<file path="src/vdr_ram.sv">
// ----------------------------------------------------------------------------
// vdr_ram
// Generic single-write, single-read memory with a registered read port.
// ----------------------------------------------------------------------------
module vdr_ram #(
	parameter int WIDTH = 8,
	parameter int DEPTH = 16
) (
	input  logic                                    clk,
	input  logic                                    we,
	input  logic [((DEPTH > 1) ? $clog2(DEPTH) : 1)-1:0] waddr,
	input  logic [WIDTH-1:0]                        wdata,
	input  logic [((DEPTH > 1) ? $clog2(DEPTH) : 1)-1:0] raddr,
	output logic [WIDTH-1:0]                        rdata
);

	logic [WIDTH-1:0] mem_q [DEPTH];

	always_ff @(posedge clk) begin
		if (we) begin
			mem_q[waddr] <= wdata;
		end
		rdata <= mem_q[raddr];
	end

endmodule

</file>
<file path="config.mk">
export PLATFORM = sky130hd
export DESIGN_NAME = vdr_ram
export DESIGN_NICKNAME = d
export VERILOG_FILES = /design/src/vdr_ram.sv
export SDC_FILE = /design/constraint.sdc
export NUM_CORES = 1
export LEC_CHECK = 0
export BUFFER_PORTS_ARGS = -buffer_cell sky130_fd_sc_hd__buf_2
export CAP_MARGIN = 10
export CORE_MARGIN = 2
export CORE_UTILIZATION = 25
export CTS_CLUSTER_DIAMETER = 40
export DETAILED_ROUTE_END_ITERATION = 12
export SLEW_MARGIN = 20
export SYNTH_ARGS = -nofsm -noshare
export SYNTH_HDL_FRONTEND = slang
export SYNTH_SLANG_ARGS = --single-unit
</file>
<file path="constraint.sdc">
create_clock -name clk -period 1.6 [get_ports clk]
set_input_delay 0 -clock clk [delete_from_list [all_inputs] [get_ports clk]]
set_output_delay 0 -clock clk [all_outputs]
set_load 0.1 [all_outputs]
</file>
# Word-level counts from Yosys, hierarchy flattened
# Memory sizes are Yosys's and may differ from the RTL's. A register that Yosys moved wholly into a read port is not among the register bits.
# Cells that the tools add are included.
# word_totals
register_bits	0
ram_bits	128
output_inout_bits	8
wordCells	3
memories	1
# op_classes
n_mux	2
# memory_table
memory	words	word_bits	rd	rd_ports_with_merged_regs	write_ports	line	text
mem_q	16	8	1	1	1	17	logic [WIDTH-1:0] mem_q [DEPTH];
# op_table
op	n
2-to-1 mux 1 bit	2

# Logic depth before layout (Yosys ltp)
# logic_depth
ltp_word	2
depth_mapped	5
ltp_nobuf	3

# Worst setup path before layout
# Ideal clock, no wire load.
# synth_path
kind	input port to flip-flop
startpoint	input port waddr[2] in the netlist's numbering
endpoint	memory mem_q[0][0] (enable)
setup_ps	383
t_arrival_ps	1110
t_required_ps	1217
setup_slack_ps	107
stages	2
cell_sequence	or3b_2 > nor3_1
# synth_lines
item	line	text
start, declared	11	input logic [((DEPTH > 1) ? $clog2(DEPTH) : 1)-1:0] waddr,
end, declared	17	
# Straight into the memory's write port.

==> flow_summary_export.csv <==
group,metric,value,unit
worst_setup_path,cp.required,1.88,ns
layout,nets,310,
layout,final_area,6420,sq um
global_routing,grt_antenna_before_repair,1,
place,dpl.hpwl,6.75,mm
routing,antenna_left,0,
global_routing,overflow,0,
synthesis,synthCells,229,
timing,hold_ws,0.142,ns
place,placed_cells,535,
synthesis,synthTopCellsByArea,"edfxtp_1 75%, mux4_2 7.9%, mux4_1 7.1%, dfxtp_1 3.1%, a22oi_1 2.3%",
routing,routedWlPerCell,18.4,um
worst_setup_path,worst_path_max_delay_cell,"mux4_1",
routing,viasPerCell,4.26,
timing,setup_ws,0.198,ns
power_and_ir_drop,leakage,2.14,nW
worst_setup_path,cp_slowest_stage_delay,0.49,ns
layout,final_cells,575,
clocking,clkSinkCount,136,
die,rows,52,
place,finalWeightedCongestion,0.691,
routing,vias,2451,
synthesis,synth_warnings,0,
global_routing,grt_pass1_wl,16.1,mm
synthesis,ys_seq_area_share,77.8,%
clocking,h-tree-depth,4,
routing,drc,0,
die,die-area,21800,sq um
clocking,numCtsBuffers,17,
worst_setup_path,cp.arrival,1.69,ns
timing,min_period_over_period,87.6,%
layout,final_layout_size_suffix_gt1_share,30.8,%
synthesis,yosysTopAreaCell,"edfxtp_1",
power_and_ir_drop,irDropWorstVdd,0.701,mV
place,dp_worst_setup_slack,0.0925,ns
job,cap_violations,0,
timing,hold_violations,0,
routing,drt_iter0_drc,252,
timing,setup_viol,0,
worst_setup_path,path_buf_inv,0,
worst_setup_path,start_kind,"flop",
synthesis,ys_types,19,
routing,first_pass_iters,4,
hold_path,worstHoldPathType,"input port to flop",
place,port_buffers,25,
die,core_area,20200,sq um
worst_setup_path,crit_chain,"mux4_1 -> a22oi_1 -> nand2_1",
timing,rsz0062_at_grt,"no",
power_and_ir_drop,p_per_area,1360,nW/um^2
clocking,worstSkewPairLatency,0.41,ns
timing,slew_violations,0,
timing,setup_tns,0,ns
clocking,cts_setup_buffers,0,
synthesis,ys_ff_latch,136,
synthesis,syn_area,5150,sq um
timing,final.min_clock_period,1.40,ns
synthesis,syn-mean-instance-area,22.5,sq um
layout,n_antenna_cell,0,
timing,skew,0.00554,ns
worst_setup_path,crit_family,"multiplexers",
die,io_pins,26,
global_routing,grt_usage,10.4,%
global_routing,grt_pass1_vias,2659,
clocking,cts_root_buf,"clkbuf_16",
die,start_util,25.4,%
timing,clock.fmax,713,MHz
clocking,cts_buffer_depth,2,
layout,area_delta_synth_final,24.8,%
worst_setup_path,cp_max_fo,1,
place,dpl_cell_area,5710,sq um
outcome,run_status,"completed",
worst_setup_path,path_class,"flop to flop",
clocking,cts_tree,"yes",
worst_setup_path,crit_path_end_kind,"flop",
routing,wl,10.6,mm
die,dieWidth,147,um
layout,fin_util,31.7,%
power_and_ir_drop,power,8.72,mW
timing,slew_headroom,66.6,%
die,die_y,147,um
global_routing,grt_max_degree,28,
synthesis,syn_nets,247,
clocking,clk_pin_slew,0.06,ns
synthesis,synth_top_area_share,74.7,%
timing,worst_pin_slew,0.504,ns
[kinds of logic after synthesis]
logic type,count (synthesis),synth area share [%]
muxes,32,15.0
AOI/OAI and AO/OA,16,2.33
buffers and inverters,10,1.68
DFF,136,77.8
and+or+nand+nor,35,3.18
[registers in the layout, summed over array words and instances, names as in the netlist]
name / cells
mem_q: 128
rdata: 8
[final timing paths]
| path | to | slack, ns | startpoint | depth (start not counted) |
|---|---|---|---|---|
| hold reg to reg | rdata[5] | 0.67 | mem_q[14][5] | 3 |
| setup / recovery | rdata[3] | 0.20 | mem_q[2][3] | 3 |
| setup reg to reg | rdata[3] | 0.20 | mem_q[2][3] | 3 |
| hold / removal | mem_q[4][2] | 0.14 | waddr[0] | 3 |
[tightest hold or removal path, delay by kind of cell]
family	cells	cell delay, ns
buffers and inverters	2	0.30
AND/OR/NAND/NOR	1	0.06
[layout by cell type (no fill, tap or decap), drive strengths merged]
master         n
dlygate4sd3    8
nor2b          1
clkbuf        19
and2b          1
buf           46
nand3          1
dfxtp          8
nor3           4
nand3b         2
or3b           1
a22oi         16
and2           1
nand2b         2
edfxtp       128
nor2          13
nand2          9
clkinv         4
clkinvlp       4
mux4          32
bufinv         5
[synthesized netlist by cell type]
| cell type | instances |
|---|---|
| and2b_1 | 1 |
| mux4_2 | 18 |
| nand3_1 | 1 |
| buf_6 | 3 |
| nor3_1 | 4 |
| nand3b_1 | 2 |
| mux4_1 | 14 |
| buf_2 | 3 |
| buf_4 | 1 |
| a22oi_1 | 16 |
| nand2b_1 | 2 |
| nand2_1 | 9 |
| nor2_1 | 13 |
| and2_1 | 1 |
| nor2b_1 | 1 |
| edfxtp_1 | 128 |
| dfxtp_1 | 8 |
| or3b_2 | 1 |
| clkdlybuf4s25_2 | 3 |
[cell type report]
type	count	area, sq um
Fill cell	1898	13800
Sequential cell	136	4000
Multi-Input combinational cell	83	1060
Clock buffer	19	433
Timing Repair Buffer	54	388
Tap cell	270	338
Clock inverter	13	203
[where the power goes]
group,switching [mW],internal (mW),total (mW),leakage (nW)
Clock,1.39,2.75,4.15,0.297
Combinational,0.385,0.176,0.561,0.624
Sequential,0.0297,3.98,4.01,1.22
Total,1.81,6.91,8.72,2.14
[routing by layer]
layer / track usage (%) / part of all wire, %
met5: 0 / 0
met2: 16.4 / 48
met4: 2.88 / 0.38
met1: 13.9 / 43
met3: 3.43 / 8.3
[repair_timing]
item	4_1_cts	5_1_grt
endpoints found under the hold margin	128	0
gates resized for setup	0	0
hold buffers	8	0
No activity file was read; power rests on OpenSTA's default activity.
